===== config.mk =====
export PLATFORM = sky130hd
export DESIGN_NAME = serial_line_editor_top_flat
export DESIGN_NICKNAME = d
export VERILOG_FILES = /design/src/hw/rtl/sle_pkg.sv /design/src/hw/rtl/sle_in_if.sv /design/src/hw/rtl/sle_out_if.sv /design/src/hw/rtl/sle_front.sv /design/src/hw/rtl/sle_queue.sv /design/src/hw/rtl/sle_back.sv /design/src/hw/rtl/serial_line_editor_top.sv /design/src/flat_wrapper.sv
export SDC_FILE = /design/constraint.sdc
export NUM_CORES = 1
export LEC_CHECK = 0
export BUFFER_PORTS_ARGS = -buffer_cell sky130_fd_sc_hd__clkbuf_2
export CAP_MARGIN = 20
export CORE_MARGIN = 4
export CORE_UTILIZATION = 62
export DETAILED_ROUTE_END_ITERATION = 10
export PLACE_DENSITY_LB_ADDON = 0.1
export SYNTH_ARGS = -nofsm -noshare
export SYNTH_HDL_FRONTEND = slang
export SYNTH_SLANG_ARGS = --single-unit

===== constraint.sdc =====
create_clock -name clk -period 3.55 [get_ports clk]
set_input_delay 0.355 -clock clk [delete_from_list [all_inputs] [get_ports clk]]
set_output_delay 0.355 -clock clk [all_outputs]
set_load 0.02 [all_outputs]

===== src/hw/rtl/sle_pkg.sv =====
// Shared types, character codes and the echo sequence table of the serial line editor.
package sle_pkg;

  localparam int unsigned LEN_W   = 6;
  localparam int unsigned IDX_W   = 6;
  localparam int unsigned STEP_W  = 3;
  localparam int unsigned QDEPTH  = 4;

  localparam logic [7:0] CH_EOT   = 8'h04;
  localparam logic [7:0] CH_BS    = 8'h08;
  localparam logic [7:0] CH_LF    = 8'h0a;
  localparam logic [7:0] CH_CR    = 8'h0d;
  localparam logic [7:0] CH_NAK   = 8'h15;
  localparam logic [7:0] CH_SPACE = 8'h20;
  localparam logic [7:0] CH_GT    = 8'h3e;
  localparam logic [7:0] CH_D     = 8'h44;
  localparam logic [7:0] CH_U     = 8'h55;
  localparam logic [7:0] CH_CARET = 8'h5e;
  localparam logic [7:0] CH_DEL   = 8'h7f;
  localparam logic [7:0] CH_HIGH  = 8'h80;

  localparam logic [1:0] KIND_ECHO = 2'd0;
  localparam logic [1:0] KIND_DONE = 2'd1;
  localparam logic [1:0] KIND_READ = 2'd2;

  localparam logic [1:0] REASON_CR   = 2'd0;
  localparam logic [1:0] REASON_EOT  = 2'd1;
  localparam logic [1:0] REASON_FULL = 2'd2;

  localparam logic CMD_RECEIVE = 1'b0;
  localparam logic CMD_READ    = 1'b1;

  typedef enum logic [2:0] {
    OP_PRINT,
    OP_RUB,
    OP_KILL,
    OP_NEWLINE,
    OP_EOT,
    OP_FULL,
    OP_READ
  } op_t;

  typedef struct packed {
    op_t              op;
    logic [7:0]       data;
    logic [LEN_W-1:0] length;
  } entry_t;

  typedef struct packed {
    logic [1:0] kind;
    logic [7:0] data;
    logic [1:0] reason;
    logic       last;
  } result_t;

  function automatic result_t step_result(op_t op, logic [7:0] data,
                                          logic [STEP_W-1:0] step);
    result_t r;
    r = '{kind: KIND_ECHO, data: 8'h00, reason: REASON_CR, last: 1'b0};
    unique case (op)
      OP_PRINT: begin
        r.data = data;
        r.last = 1'b1;
      end
      OP_READ: begin
        r.kind = KIND_READ;
        r.data = data;
        r.last = 1'b1;
      end
      OP_RUB: begin
        r.data = (step == 3'd1) ? CH_SPACE : CH_BS;
        r.last = (step == 3'd2);
      end
      OP_KILL: begin
        unique case (step)
          3'd0:    r.data = CH_CARET;
          3'd1:    r.data = CH_U;
          3'd2:    r.data = CH_CR;
          3'd3:    r.data = CH_LF;
          3'd4:    r.data = CH_GT;
          default: r.data = CH_SPACE;
        endcase
        r.last = (step == 3'd5);
      end
      OP_NEWLINE: begin
        unique case (step)
          3'd0:    r.data = CH_CR;
          3'd1:    r.data = CH_LF;
          default: begin
            r.kind   = KIND_DONE;
            r.reason = REASON_CR;
            r.last   = 1'b1;
          end
        endcase
      end
      OP_EOT: begin
        unique case (step)
          3'd0:    r.data = CH_CARET;
          3'd1:    r.data = CH_D;
          default: begin
            r.kind   = KIND_DONE;
            r.reason = REASON_EOT;
            r.last   = 1'b1;
          end
        endcase
      end
      OP_FULL: begin
        r.kind   = KIND_DONE;
        r.reason = REASON_FULL;
        r.last   = 1'b1;
      end
      default: r.last = 1'b1;
    endcase
    return r;
  endfunction

endpackage


===== src/hw/rtl/sle_in_if.sv =====
// Input channel of the serial line editor: handshake and item fields.
interface sle_in_if;
  logic                          valid;
  logic                          ready;
  logic                          command;
  logic [7:0]                    rx_byte;
  logic [sle_pkg::IDX_W-1:0]     read_index;

  modport source (output valid, command, rx_byte, read_index, input ready);
  modport sink   (input valid, command, rx_byte, read_index, output ready);
endinterface


===== src/hw/rtl/sle_out_if.sv =====
// Result channel of the serial line editor: handshake and result fields.
interface sle_out_if;
  logic                          valid;
  logic                          ready;
  logic [1:0]                    kind;
  logic [7:0]                    data;
  logic [sle_pkg::LEN_W-1:0]     length;
  logic [1:0]                    end_reason;
  logic                          last;

  modport source (output valid, kind, data, length, end_reason, last, input ready);
  modport sink   (input valid, kind, data, length, end_reason, last, output ready);
endinterface


===== src/hw/rtl/sle_front.sv =====
// Front end: accepts bytes, updates the line state and store, and issues echo and read jobs.
module sle_front #(
  parameter int unsigned LINE_DEPTH = 64
) (
  input  logic            clk,
  input  logic            rst_n,
  sle_in_if.sink          in_ch,
  input  logic            q_full,
  output logic            push,
  output sle_pkg::entry_t push_entry
);

  localparam int unsigned AW = (LINE_DEPTH > 1) ? $clog2(LINE_DEPTH) : 1;

  logic [7:0]            mem [LINE_DEPTH];
  logic [AW-1:0]         fill_r, fill_nxt, fc_eff;
  logic                  ended_r, ended_nxt;
  logic                  stage_v_r, stage_v_nxt;
  sle_pkg::entry_t       stage_r, stage_nxt;
  logic                  in_range_r;
  logic [7:0]            rd_r;
  logic                  accept;
  logic                  wr_en;
  logic                  produces;
  sle_pkg::op_t          op;
  logic [AW+sle_pkg::IDX_W-1:0] idx_ext;
  logic [AW+sle_pkg::LEN_W-1:0] len_ext;
  logic [7:0]            c;

  assign in_ch.ready = !stage_v_r || !q_full;
  assign accept      = in_ch.valid && in_ch.ready;
  assign push        = stage_v_r && !q_full;
  assign fc_eff      = ended_r ? '0 : fill_r;
  assign c           = in_ch.rx_byte;
  assign idx_ext     = {{AW{1'b0}}, in_ch.read_index};
  assign len_ext     = {{sle_pkg::LEN_W{1'b0}}, fill_nxt};

  always_comb begin
    fill_nxt  = fill_r;
    ended_nxt = ended_r;
    wr_en     = 1'b0;
    produces  = 1'b0;
    op        = sle_pkg::OP_READ;
    if (accept) begin
      if (in_ch.command == sle_pkg::CMD_READ) begin
        produces = 1'b1;
      end else begin
        fill_nxt  = fc_eff;
        ended_nxt = 1'b0;
        priority if (fc_eff == AW'(LINE_DEPTH - 1)) begin
          ended_nxt = 1'b1;
          op        = sle_pkg::OP_FULL;
          produces  = 1'b1;
        end else if (c == sle_pkg::CH_EOT) begin
          ended_nxt = 1'b1;
          op        = sle_pkg::OP_EOT;
          produces  = 1'b1;
        end else if (c == sle_pkg::CH_DEL || c == sle_pkg::CH_BS) begin
          if (fc_eff != '0) begin
            fill_nxt = fc_eff - AW'(1);
            op       = sle_pkg::OP_RUB;
            produces = 1'b1;
          end
        end else if (c == sle_pkg::CH_NAK) begin
          fill_nxt = '0;
          op       = sle_pkg::OP_KILL;
          produces = 1'b1;
        end else if (c == sle_pkg::CH_CR) begin
          ended_nxt = 1'b1;
          op        = sle_pkg::OP_NEWLINE;
          produces  = 1'b1;
        end else if (c >= sle_pkg::CH_SPACE && c < sle_pkg::CH_HIGH) begin
          fill_nxt = fc_eff + AW'(1);
          wr_en    = 1'b1;
          op       = sle_pkg::OP_PRINT;
          produces = 1'b1;
        end
      end
    end
  end

  always_comb begin
    stage_v_nxt = stage_v_r;
    stage_nxt   = stage_r;
    if (accept) begin
      stage_v_nxt = produces;
      stage_nxt   = '{op: op, data: c, length: len_ext[sle_pkg::LEN_W-1:0]};
    end else if (push) begin
      stage_v_nxt = 1'b0;
    end
  end

  always_comb begin
    push_entry = stage_r;
    if (stage_r.op == sle_pkg::OP_READ) begin
      push_entry.data = in_range_r ? rd_r : 8'h00;
    end
  end

  always_ff @(posedge clk) begin
    if (!rst_n) begin
      fill_r    <= '0;
      ended_r   <= 1'b0;
      stage_v_r <= 1'b0;
    end else begin
      fill_r    <= fill_nxt;
      ended_r   <= ended_nxt;
      stage_v_r <= stage_v_nxt;
    end
  end

  always_ff @(posedge clk) begin
    stage_r <= stage_nxt;
    if (accept) begin
      rd_r       <= mem[idx_ext[AW-1:0]];
      in_range_r <= ({3'b000, in_ch.read_index} < 9'(LINE_DEPTH));
    end
    if (wr_en) begin
      mem[fc_eff] <= c;
    end
  end

endmodule


===== src/hw/rtl/sle_queue.sv =====
// Short job queue between the front end and the echo sequencer.
module sle_queue (
  input  logic            clk,
  input  logic            rst_n,
  input  logic            push,
  input  sle_pkg::entry_t push_entry,
  input  logic            pop,
  output sle_pkg::entry_t head,
  output logic            empty,
  output logic            full
);

  localparam int unsigned PW = $clog2(sle_pkg::QDEPTH);

  sle_pkg::entry_t  slots_r [sle_pkg::QDEPTH];
  logic [PW-1:0]    wp_r, rp_r;
  logic [PW:0]      cnt_r;

  assign empty = (cnt_r == '0);
  assign full  = (cnt_r == (PW+1)'(sle_pkg::QDEPTH));
  assign head  = slots_r[rp_r];

  always_ff @(posedge clk) begin
    if (!rst_n) begin
      wp_r  <= '0;
      rp_r  <= '0;
      cnt_r <= '0;
    end else begin
      if (push) begin
        wp_r <= wp_r + PW'(1);
      end
      if (pop) begin
        rp_r <= rp_r + PW'(1);
      end
      unique case ({push, pop})
        2'b10:   cnt_r <= cnt_r + (PW+1)'(1);
        2'b01:   cnt_r <= cnt_r - (PW+1)'(1);
        default: cnt_r <= cnt_r;
      endcase
    end
  end

  always_ff @(posedge clk) begin
    if (push) begin
      slots_r[wp_r] <= push_entry;
    end
  end

endmodule


===== src/hw/rtl/sle_back.sv =====
// Back end: steps through each job's echo sequence into the result register.
module sle_back (
  input  logic            clk,
  input  logic            rst_n,
  input  sle_pkg::entry_t head,
  input  logic            empty,
  output logic            pop,
  sle_out_if.source       out_ch
);

  logic [sle_pkg::STEP_W-1:0] step_r, step_nxt;
  logic                       valid_r, valid_nxt;
  sle_pkg::result_t           res;
  logic                       load;
  logic [1:0]                 kind_r;
  logic [7:0]                 data_r;
  logic [sle_pkg::LEN_W-1:0]  length_r;
  logic [1:0]                 reason_r;
  logic                       last_r;

  assign res  = sle_pkg::step_result(head.op, head.data, step_r);
  assign load = !empty && (!valid_r || out_ch.ready);
  assign pop  = load && res.last;

  always_comb begin
    step_nxt  = step_r;
    valid_nxt = valid_r;
    if (load) begin
      valid_nxt = 1'b1;
      step_nxt  = res.last ? '0 : step_r + sle_pkg::STEP_W'(1);
    end else if (out_ch.ready) begin
      valid_nxt = 1'b0;
    end
  end

  always_ff @(posedge clk) begin
    if (!rst_n) begin
      step_r  <= '0;
      valid_r <= 1'b0;
    end else begin
      step_r  <= step_nxt;
      valid_r <= valid_nxt;
    end
  end

  always_ff @(posedge clk) begin
    if (load) begin
      kind_r   <= res.kind;
      data_r   <= res.data;
      length_r <= head.length;
      reason_r <= res.reason;
      last_r   <= res.last;
    end
  end

  assign out_ch.valid      = valid_r;
  assign out_ch.kind       = kind_r;
  assign out_ch.data       = data_r;
  assign out_ch.length     = length_r;
  assign out_ch.end_reason = reason_r;
  assign out_ch.last       = last_r;

endmodule


===== src/hw/rtl/serial_line_editor_top.sv =====
// Items pass the stage register and a queue slot before reaching the result register.
// One byte per cycle enters while the four-entry job queue has room; the echo sequencer
// gives one result per cycle while the output is ready, up to six results per item.
// Reset (synchronous, active low) empties the line, the queue and the result register;
// the line store is not cleared and holds unknown data until written.
module serial_line_editor_top #(
  parameter int unsigned LINE_DEPTH = 64
) (
  input  logic      clk,
  input  logic      rst_n,
  sle_in_if.sink    in_ch,
  sle_out_if.source out_ch
);

  logic            push, pop, q_empty, q_full;
  sle_pkg::entry_t push_entry, head;

  sle_front #(.LINE_DEPTH(LINE_DEPTH)) u_front (
    .clk        (clk),
    .rst_n      (rst_n),
    .in_ch      (in_ch),
    .q_full     (q_full),
    .push       (push),
    .push_entry (push_entry)
  );

  sle_queue u_queue (
    .clk        (clk),
    .rst_n      (rst_n),
    .push       (push),
    .push_entry (push_entry),
    .pop        (pop),
    .head       (head),
    .empty      (q_empty),
    .full       (q_full)
  );

  sle_back u_back (
    .clk    (clk),
    .rst_n  (rst_n),
    .head   (head),
    .empty  (q_empty),
    .pop    (pop),
    .out_ch (out_ch)
  );

endmodule

===== src/flat_wrapper.sv =====
// flat-port wrapper written by rule: the top's interface ports become plain ports
module serial_line_editor_top_flat 
#(
  parameter int unsigned LINE_DEPTH = 64
)
  (clk, rst_n, in_ch_valid, in_ch_command, in_ch_rx_byte, in_ch_read_index, in_ch_ready, out_ch_valid, out_ch_kind, out_ch_data, out_ch_length, out_ch_end_reason, out_ch_last, out_ch_ready);
  sle_in_if in_ch_i ();
  sle_out_if out_ch_i ();
  input  logic clk;
  input  logic rst_n;
  input wire logic [$bits(in_ch_i.valid)-1:0] in_ch_valid;
  input wire logic [$bits(in_ch_i.command)-1:0] in_ch_command;
  input wire logic [$bits(in_ch_i.rx_byte)-1:0] in_ch_rx_byte;
  input wire logic [$bits(in_ch_i.read_index)-1:0] in_ch_read_index;
  output wire logic [$bits(in_ch_i.ready)-1:0] in_ch_ready;
  output wire logic [$bits(out_ch_i.valid)-1:0] out_ch_valid;
  output wire logic [$bits(out_ch_i.kind)-1:0] out_ch_kind;
  output wire logic [$bits(out_ch_i.data)-1:0] out_ch_data;
  output wire logic [$bits(out_ch_i.length)-1:0] out_ch_length;
  output wire logic [$bits(out_ch_i.end_reason)-1:0] out_ch_end_reason;
  output wire logic [$bits(out_ch_i.last)-1:0] out_ch_last;
  input wire logic [$bits(out_ch_i.ready)-1:0] out_ch_ready;
  assign in_ch_i.valid = in_ch_valid;
  assign in_ch_i.command = in_ch_command;
  assign in_ch_i.rx_byte = in_ch_rx_byte;
  assign in_ch_i.read_index = in_ch_read_index;
  assign in_ch_ready = in_ch_i.ready;
  assign out_ch_valid = out_ch_i.valid;
  assign out_ch_kind = out_ch_i.kind;
  assign out_ch_data = out_ch_i.data;
  assign out_ch_length = out_ch_i.length;
  assign out_ch_end_reason = out_ch_i.end_reason;
  assign out_ch_last = out_ch_i.last;
  assign out_ch_i.ready = out_ch_ready;
  serial_line_editor_top #(.LINE_DEPTH(LINE_DEPTH)) u_core (.clk(clk), .rst_n(rst_n), .in_ch(in_ch_i), .out_ch(out_ch_i));
endmodule

# Word level (Yosys, flattened, before mapping)
# Memory sizes are Yosys's and may differ from the RTL's. A register that Yosys moved wholly into a read port is not among the register bits.
# Index checks and enable logic that the tools add are counted.
# word_totals
reg_bits	55
latch_bits	0
ramBits	580
romBits	0
in_bits	19
out_inout_bits	21
wordCells	135
n_memories	2
# memory_table
memory	depth	word_bits	read_ports	rd_ports_with_merged_regs	wr	line	source
u_core.u_front.mem	64	8	1	1	1	sle_front.sv:15	logic [7:0] mem [LINE_DEPTH];
u_core.u_queue.slots_r	4	17	1	1	1	sle_queue.sv:15	sle_pkg::entry_t slots_r [sle_pkg::QDEPTH];
# op_classes
addsub	7
mul	0
div	0
magnitude_cmp	2
eq_ne	21
shift	0
n_mux	61
bitwise_logic	1
n_reduce_logical	24
# ops
op	count
two-way mux 6 bit	11
case mux 8 bit (5 select lines)	1
case mux 7 bit (5 select lines)	1
two-way mux 1 bit	30
equality test 3 bit, second input constant	7
two-way mux 3 bit	6
equality test 8 x 4 -> 1 bit, second input constant	2
case mux 7 bit (2 select lines)	1
equality test 3 x 2 -> 1 bit, second input constant	4
case mux 2 bit (3 select lines)	2
two-way mux 2 bit	5
zero test 3 bit	3
equality test 8 x 3 -> 1 bit, second input constant	1
equality test 8 x 5 -> 1 bit, second input constant	1
equality test 8 x 7 -> 1 bit, second input constant	1
greater-or-equal comparator 8 x 6 -> 1 bit, second input constant	1
< comparator 8 bit, second input constant	1
two-way mux 8 bit	1
case mux 4 bit (2 select lines)	1
adder 3 x 1 -> 3 bit, second input constant	2
adder 6 x 1 -> 6 bit, second input constant	1
equality test 3 x 1 -> 1 bit, second input constant	2
equality test 6 bit, second input constant	1
case mux 3 bit (2 select lines)	1
15 further kinds	29

# Logic depth before layout (Yosys ltp)
# Gate-level depths: netlist (run 1).
# depth
depth_word	12
mapped_depth	15
ltp_nobuf	13

# By module
# Synthesis (run 1) repeated with hierarchy kept, for this count alone.
# hier_totals
hier_cells	1349
hier_area_um2	25967.4
# modules_own_cells
mod	n_inst	cells_per_inst	area_each_um2	seq_area_each_um2
sle_front	1	1088	21707.1	16285.6
sle_queue	1	135	2942.8	2222.1
sle_back	1	126	1317.5	650.6

# Worst setup path before layout (run 1)
# OpenSTA, ideal clock, no wires.
# synth_timing
path_type	register -> register
start	register (tool-made name)
end	register u_core.u_queue.cnt_r[2]
setup_time_ns	0.072
arrival_time_ns	3.073
required_time_ns	3.478
setup_slack_ns	0.406
path_stages_with_launch	15
path_buffers	3
path_cell_list	dfxtp_1 -> buf_6 -> mux4_2 -> nor2b_1 -> buf_6 -> a221o_1 -> o21ai_2 -> and2_1 -> buf_4 -> ha_1 -> inv_1 -> fa_1 -> xor2_1 -> or3_1 -> a21oi_1
# synth_rtl
item	line	source
end signal, assigned	sle_queue.sv:36	2'b10: cnt_r <= cnt_r + (PW+1)'(1);
end signal, assigned	sle_queue.sv:37	2'b01: cnt_r <= cnt_r - (PW+1)'(1);
end signal, assigned	sle_queue.sv:38	default: cnt_r <= cnt_r;
end, declared	sle_queue.sv:17	logic [PW:0] cnt_r;

==> results.md, run 1 <==
* Status: complete, no violations
* Die height at 210.6 microns
* Combinational share of power at 9.6%
* Max Fclk at 298.5 MHz
* Share of layout cells above drive strength 1 at 29.15%
* Setup violations, final at 0
* Crit share post-route at 94.38%
* Wirelength per Cell at 27.59 microns
* First-pass GRT wire length at 81.66 mm
* Clock buffer count from CTS at 66
* Pleak at 9.396 nW
* Core area at 40,190 sq um
* Mapped Cells at 1,234
* Worst EP required at 4.04 ns
* Final ANT Viol Nets at 0
* TritonCTS clock tree: built
* Post-synth EDFFs at 624
* Post-route DRC at 0
* Cell taking the most area after synthesis: edfxtp_1
* Delay of the slowest critical-path stage at 0.53 ns
* Worst slew margin at 36.70%
* Fill count at 2,349
* Clock-pin slew on the worst setup and hold paths at 0.06 ns
* Clock Tree Root: clkbuf_16
* Max-slew violations at 0
* Synth Area per Inst at 20.62 sq um
* Yosys cell types at 60
* # rows at 73
* Syn nets at 1,266
* Clock H-tree levels at 3
* Crit Path Class: reg -> reg
* Via density at 6.455
* TNS Setup at 0 ns
* Hold crit path type: in -> reg
* Reg power frac at 50.4%
* CP startpoint kind: flop
* Largest net degree at the start of global routing at 89
* Sw Share at 22.34%
* Num Clock Sinks at 645
* Power share of the clock group at 40.0%
* Hold buffers post-CTS at 0
* Routability cong. at 0.8831
* Asr flop ratio synth at 0%
* Via count at 12.61k
* Max-cap violations at 0
* Sequential cell area at 19,160 sq um
* Worst-case clock buffer depth at 3
* GRT Total Usage at 24.86%
* Count leader, synth: edfxtp_1
* Synth Flop Type: edfxtp_1
* Vias in the first global route at 12.81k
* Switching Power at 3.856 mW
* Total die area at 44,340 sq um
* Worst path arrival time at 3.85 ns
* Multi-input logic area at 5952 sq um
* Setup WS pre-CTS at 0.1319 ns
* Slowest CP cell: mux4_2
* Final Hold Fails at 0
* Synth Warn # at 0
* Main area contributors after synthesis: edfxtp_1 (74%), mux4_2 (16%), dfxtp_1 (1.7%)
* FF+latch count, synth at 645
* Die X at 210.6 microns
* Post-synthesis sequential area ratio at 75.31%
* Grt total ovfl at 0
* Max VDD drop at 0.4247 mV
* Fin nets at 1,410
* Antenna violations before repair at 2
* RSZ-0062 raised after global routing: yes
* Final Power at 17.26 mW
* Clk_lat worst skew at 0.59 ns
* Initial DRT Pass Iterations at 5
* DR iter-0 viols at 1,541
* Fin Clk Skew at 0.01909 ns
* Internal power at 13.41 mW
* Period minus WS final at 3.350 ns
* Yosys top cell area share at 73.65%
* Buffers on Ports at 39
* Setup ws final at 0.1995 ns
* Crit path max fanout at 6
* Drt total wl at 53.87 mm
* Mapped Area at 25,440 sq um
* Crit path capture type: flop
* Worst-path cell chain: mux4_2, and2b_1, a221o_1, o21ai_2, and2_1, ha_1, inv_1, fa_1, xor2_1, or3_1, a21oi_1
* Initial core utilization at 63.30%
* P&R area growth vs syn at 14.11%
* Pwr Density at 594.7 nW/um^2
* Synth cell count leaders: edfxtp_1 (624), mux4_2 (177), nor2_1 (98)
* Top-level I/O count at 40
* Worst-Margin Slew at 0.9495 ns
* Detail Placement HPWL at 33.72 mm
logic make-up (layout without fill, tap and decap cells):
family,Yosys count,in the layout,share of synthesized area [%]
flip-flops,645,645,75.31
AND/OR/NAND/NOR,215,215,4.057
multiplexers,190,190,16.22
AO/OA/AOI/OAI,83,83,2.100
buffers and inverters,78,271,1.298
adder cells (fa/ha/maj),13,13,0.6689
XOR/XNOR,10,10,0.3443
other,0,1,0
stage by stage:
| stage | util (%) | hold WS [ns] | instance area, sq um | cells |
|---|---|---|---|---|
| after global routing | 72.23 | 0.04736 | 29030 | 1952 |
| after global placement | 66.74 | 0.4557 | 26820 | 1833 |
| after CTS | 72.14 | 0.02268 | 28990 | 1950 |
| after floorplan | - | 0.4451 | 25440 | 1234 |
| final | 72.23 | 0.05110 | 29030 | 1953 |
| after detailed placement | 66.74 | 0.4708 | 26820 | 1833 |
per-layer routing:
metal	share of wire [%]	global-route usage (%)	vias up
met1	41	37.42	6560
met2	48	37.28	557
met4	3.0	8.317	0
met5	0	0	-
met3	8.4	5.641	104
li1	-	-	5385
sequential cells by signal, summed over array words and instances (netlist names), 6 cells and up, named ones only:
signal	flops
u_core.u_back.out_ch.length	6
u_core.u_queue.slots_r	68
u_core.u_front.fill_r	6
u_core.u_front.mem	512
u_core.u_front.push_entry	9
u_core.u_front.stage_r	8
u_core.u_back.out_ch.data	8
u_core.u_front.rd_r	8
power by group through the flow:
stage	clock (mW)	sequential (mW)	combinational, mW
CTS	7.01	8.71	1.66
detailed placement	0	8.87	1.65
floorplan	0	9.00	0.941
global route	7.36	8.72	1.80
finish	6.90	8.70	1.66
global placement	0	8.85	1.61
cells in the final DEF, fill, tap and decap left out, types with 5 or more instances in the layout:
master     instances
a21oi_1           14
a31oi_1            6
and2_1            15
buf_12             6
buf_4             89
bufinv_16          5
clkbuf_1          14
clkbuf_16         73
clkbuf_2          37
clkinv_1          15
clkinv_2           7
dfxtp_1           21
edfxtp_1         624
ha_1              12
inv_1             19
mux2_2             9
mux4_2           177
nand2_1           32
nand2b_1           7
nand3_1           11
nand3b_1           7
nor2_1            98
nor2b_1            9
nor3_1             8
o21ai_0           16
o22ai_1           21
xor2_1             6
repair_timing:
item                                    4_1_cts  5_1_grt
gates resized for setup                       0        0
setup buffers                                 0        1
endpoints found under the setup margin        0       15
worst max-delay path: cells and delay by family, from the launching register on:
kind / cells / cell delay (ns)
flip-flops: 1 / 0.42
multiplexers: 1 / 0.53
adder cells (fa/ha/maj): 2 / 0.61
AND/OR/NAND/NOR: 3 / 0.81
buffers and inverters: 1 / 0.07
AO/OA/AOI/OAI: 3 / 0.67
XOR/XNOR: 1 / 0.16
area by class of cell:
| type | instances | area share [%] |
|---|---|---|
| Timing Repair Buffer | 134 | 3.496 |
| Inverter | 20 | 0.2586 |
| Sequential cell | 645 | 66.00 |
| Antenna cell | 1 | 0.008620 |
| Tap cell | 525 | 2.263 |
| Clock inverter | 27 | 0.8577 |
| Multi-Input combinational cell | 511 | 20.50 |
| Clock buffer | 90 | 6.616 |
worst paths after layout:
path / startpoint / end / slack [ns] / depth (start not counted)
worst max-delay path: flop / u_core.u_queue.cnt_r[2]$_SDFFE_PN0P_ / 0.20 / 11
worst min-delay path: out_ch_ready / u_core.u_back.out_ch.valid$_SDFFE_PN0P_ / 0.05 / 4
worst max register to register: flop / u_core.u_queue.cnt_r[2]$_SDFFE_PN0P_ / 0.20 / 11
worst min register to register: u_core.u_back.out_ch.valid$_SDFFE_PN0P_ / u_core.u_back.out_ch.valid$_SDFFE_PN0P_ / 0.48 / 2
No activity file was read; power rests on OpenSTA's default activity.
==> run 2: changes to the inputs <==
Settings changed: CORE_UTILIZATION 62 to 67, CTS_BUF_LIST set to sky130_fd_sc_hd__clkbuf_16.
Clock period 3.55 ns to 3.88 ns, I/O delays scaled along.
==> run 2 against run 1 <==
Against the previous run: sequential share of layout area up 0.25 points; non-clock buffer count up 3; clock skew up 0.0040 ns; cell count down 1.0%; critical path type unchanged.
==> results.md, run 2 (synthesis gave the netlist of run 1 again) <==
* Initial DRT Pass Iterations at 5 (unchanged)
* Resized cells post-CTS at 0 (unchanged)
* Clock Tree Root: clkbuf_16
* Crit path capture type: flop
* Detail Placement HPWL at 33.69 mm (about the same)
* Worst Hold Launch: out_ch_ready
* First-pass GRT wire length at 84.10 mm (+3.0%)
* Period minus WS final at 3.609 ns (+0.2585 ns)
* Fin Clk Skew at 0.02312 ns (+0.004029 ns)
* Grt total ovfl at 0 (unchanged)
* Max reg flops at 512 (unchanged)
* CP startpoint kind: flop
* Slowest CP cell: mux4_2
* Worst-case clock buffer depth at 3 (unchanged)
* Largest net degree at the start of global routing at 68 (-24%)
* RSZ-0062 raised after global routing: no
* Delay of the slowest critical-path stage at 0.71 ns (+0.18 ns)
* TritonCTS clock tree: built
* Crit share post-route at 93.02% (-1.4 points)
* Post-CTS Setup Bufs at 0 (unchanged)
* RR Endpoint: u_core.u_queue.cnt_r[2]$_SDFFE_PN0P_
* Max-cap violations at 0 (unchanged)
* Max VDD drop at 0.4470 mV (+5.3%)
* Worst slew margin at 27.98% (-8.7 points)
* Die height at 202.9 microns (-3.7%)
* Fin nets at 1,408 (-0.14%)
* Status: complete, no violations
* Num Clock Sinks at 645 (unchanged)
* Final Hold Fails at 0 (unchanged)
* P&R area growth vs syn at 13.68%
* Final ANT Viol Nets at 0 (unchanged)
* Reg with most FFs: u_core.u_front.mem
* Commonest non-fill, non-tap cell in the layout: edfxtp_1
* Reg2Reg Setup Slack at 0.27 ns (+0.07 ns)
* Most frequent cells in the layout: edfxtp_1 (624), mux4_2 (177), nor2_1 (98), buf_4 (95), clkbuf_16 (63)
* Post-route DRC at 0 (unchanged)
* R2R depth at 12 (+1)
* Routability cong. at 0.9549 (+8.1%)
* TNS Setup at 0 ns (unchanged)
* Inserted Diodes at 0 (-1)
* Wirelength per Cell at 28.68 microns (+4.0%)
* WHS Path Cells at 4 (unchanged)
* Share of layout cells above drive strength 1 at 29.40% (+0.24 points)
* Drt total wl at 55.45 mm (+2.9%)
* DR iter-0 viols at 1,566 (+1.6%)
* Buf+Inv Stages, Crit Path at 2 (+1)
* Final Power at 15.65 mW (-9.4%)
* Clock-pin slew on the worst setup and hold paths at 0.06 ns (about the same)
* Via count at 12.76k (+1.2%)
* Worst-Margin Slew at 1.080 ns (+0.1308 ns)
* Fill count at 2,005 (-15%)
* # rows at 71 (-2.7%)
* Max Fclk at 277.1 MHz (-7.2%)
* Initial core utilization at 67.70% (+4.4 points)
* Pleak at 9.423 nW (+0.29%)
* Crit path max fanout at 14 (+8)
* Core area at 37,580 sq um (-6.5%)
* Top-level I/O count at 40 (unchanged)
* Hold buffers post-CTS at 0 (unchanged)
* Max-slew violations at 0 (unchanged)
* Via density at 6.602 (+2.3%)
* Clk_lat worst skew at 0.62 ns (+0.03 ns)
* Vias in the first global route at 12.72k (-0.72%)
* Antenna violations before repair at 2 (unchanged)
* Worst-path cell chain: mux4_2, nor2b_1, buf_4, a221o_1, o21ai_2, and2_1, ha_1, inv_1, fa_1, xor2_1, or3_1, a21oi_1
* Crit Path Class: reg -> reg
* Buffers on Ports at 39 (unchanged)
* Setup violations, final at 0 (unchanged)
* Worst EP required at 4.41 ns (+0.37 ns)
* Hold crit path type: in -> reg
* Total die area at 41,150 sq um (-7.2%)
* Worst path arrival time at 4.14 ns (+0.29 ns)
* Clock buffer count from CTS at 61 (-7.6%)
* Pwr Density at 541.1 nW/um^2 (-9.0%)
* Die X at 202.9 microns (-3.7%)
* CP delay by family, top: simple AND/OR/NAND/NOR gates
* Worst hold endpoint: u_core.u_back.out_ch.valid$_SDFFE_PN0P_
* Clock H-tree levels at 2 (-1)
* GRT Total Usage at 27.89% (+3.0 points)
==> run 2: changes by cell type in the layout (fill, tap and decap cells not counted), sizes merged <==
cell      delta
diode        -1
clkbuf      -27
buf          +3
bufinv       +7
clkinvlp     +1
inv         +14
clkinv       -3
==> run 2: final cells by class <==
| type | count | area (sq um) | area share [%] |
|---|---|---|---|
| clock buffers | 63 | 1577 | 5.451 |
| well taps | 511 | 639.4 | 2.211 |
| clock inverters | 46 | 528.0 | 1.826 |
| repair buffers | 137 | 992.2 | 3.431 |
| multi-input cells | 511 | 5952 | 20.58 |
| inverters | 20 | 75.07 | 0.2596 |
| flip-flops and latches | 645 | 19160 | 66.24 |
==> run 2: report_power, final <==
part	internal (mW)	switching (mW)
registers	7.88	0.0905
clock network	3.72	2.47
logic	0.569	0.912
total	12.2	3.48
==> run 2: worst max path at each step <==
stage                                           end  depth (start not counted)  slack, ns  from
3_3_place_gp   u_core.u_queue.cnt_r[2]$_SDFFE_PN0P_                         12       0.32  flop
3_5_place_dp   u_core.u_queue.cnt_r[2]$_SDFFE_PN0P_                         12       0.29  flop
5_1_grt        u_core.u_queue.cnt_r[2]$_SDFFE_PN0P_                         12       0.05  flop
6_report       u_core.u_queue.cnt_r[2]$_SDFFE_PN0P_                         12       0.27  flop
2_1_floorplan  u_core.u_queue.cnt_r[2]$_SDFFE_PN0P_                         14       0.74  flop
4_1_cts        u_core.u_queue.cnt_r[2]$_SDFFE_PN0P_                         12       0.26  flop
==> run 2: worst min-delay path: stages <==
cell and delay, ns:
clkbuf_2 0.08, inv_1 0.08, nand2_1 0.08, a21oi_1 0.05
==> run 2: routing by layer <==
metal / track usage (%) / vias to the layer above / share of wire (%)
met5: 0 / - / 0.027
met4: 6.547 / 2 / 2.3
met3: 5.031 / 83 / 8.5
met2: 43.52 / 639 / 49
met1: 42.89 / 6684 / 40
li1: - / 5353 / -
==> run 2: through the flow <==
stage	hold slack [ns]	std cells	worst slack, ns	instance area (sq um)	util [%]
floorplan	0.4451	1234	0.7358	25440	-
global placement	0.4633	1824	0.3243	26820	71.36
detailed placement	0.4855	1824	0.2938	26820	71.36
CTS	0.09024	1933	0.2629	28920	76.97
global route	0.1266	1933	0.05039	28920	76.97
finish	0.1198	1933	0.2710	28920	76.97
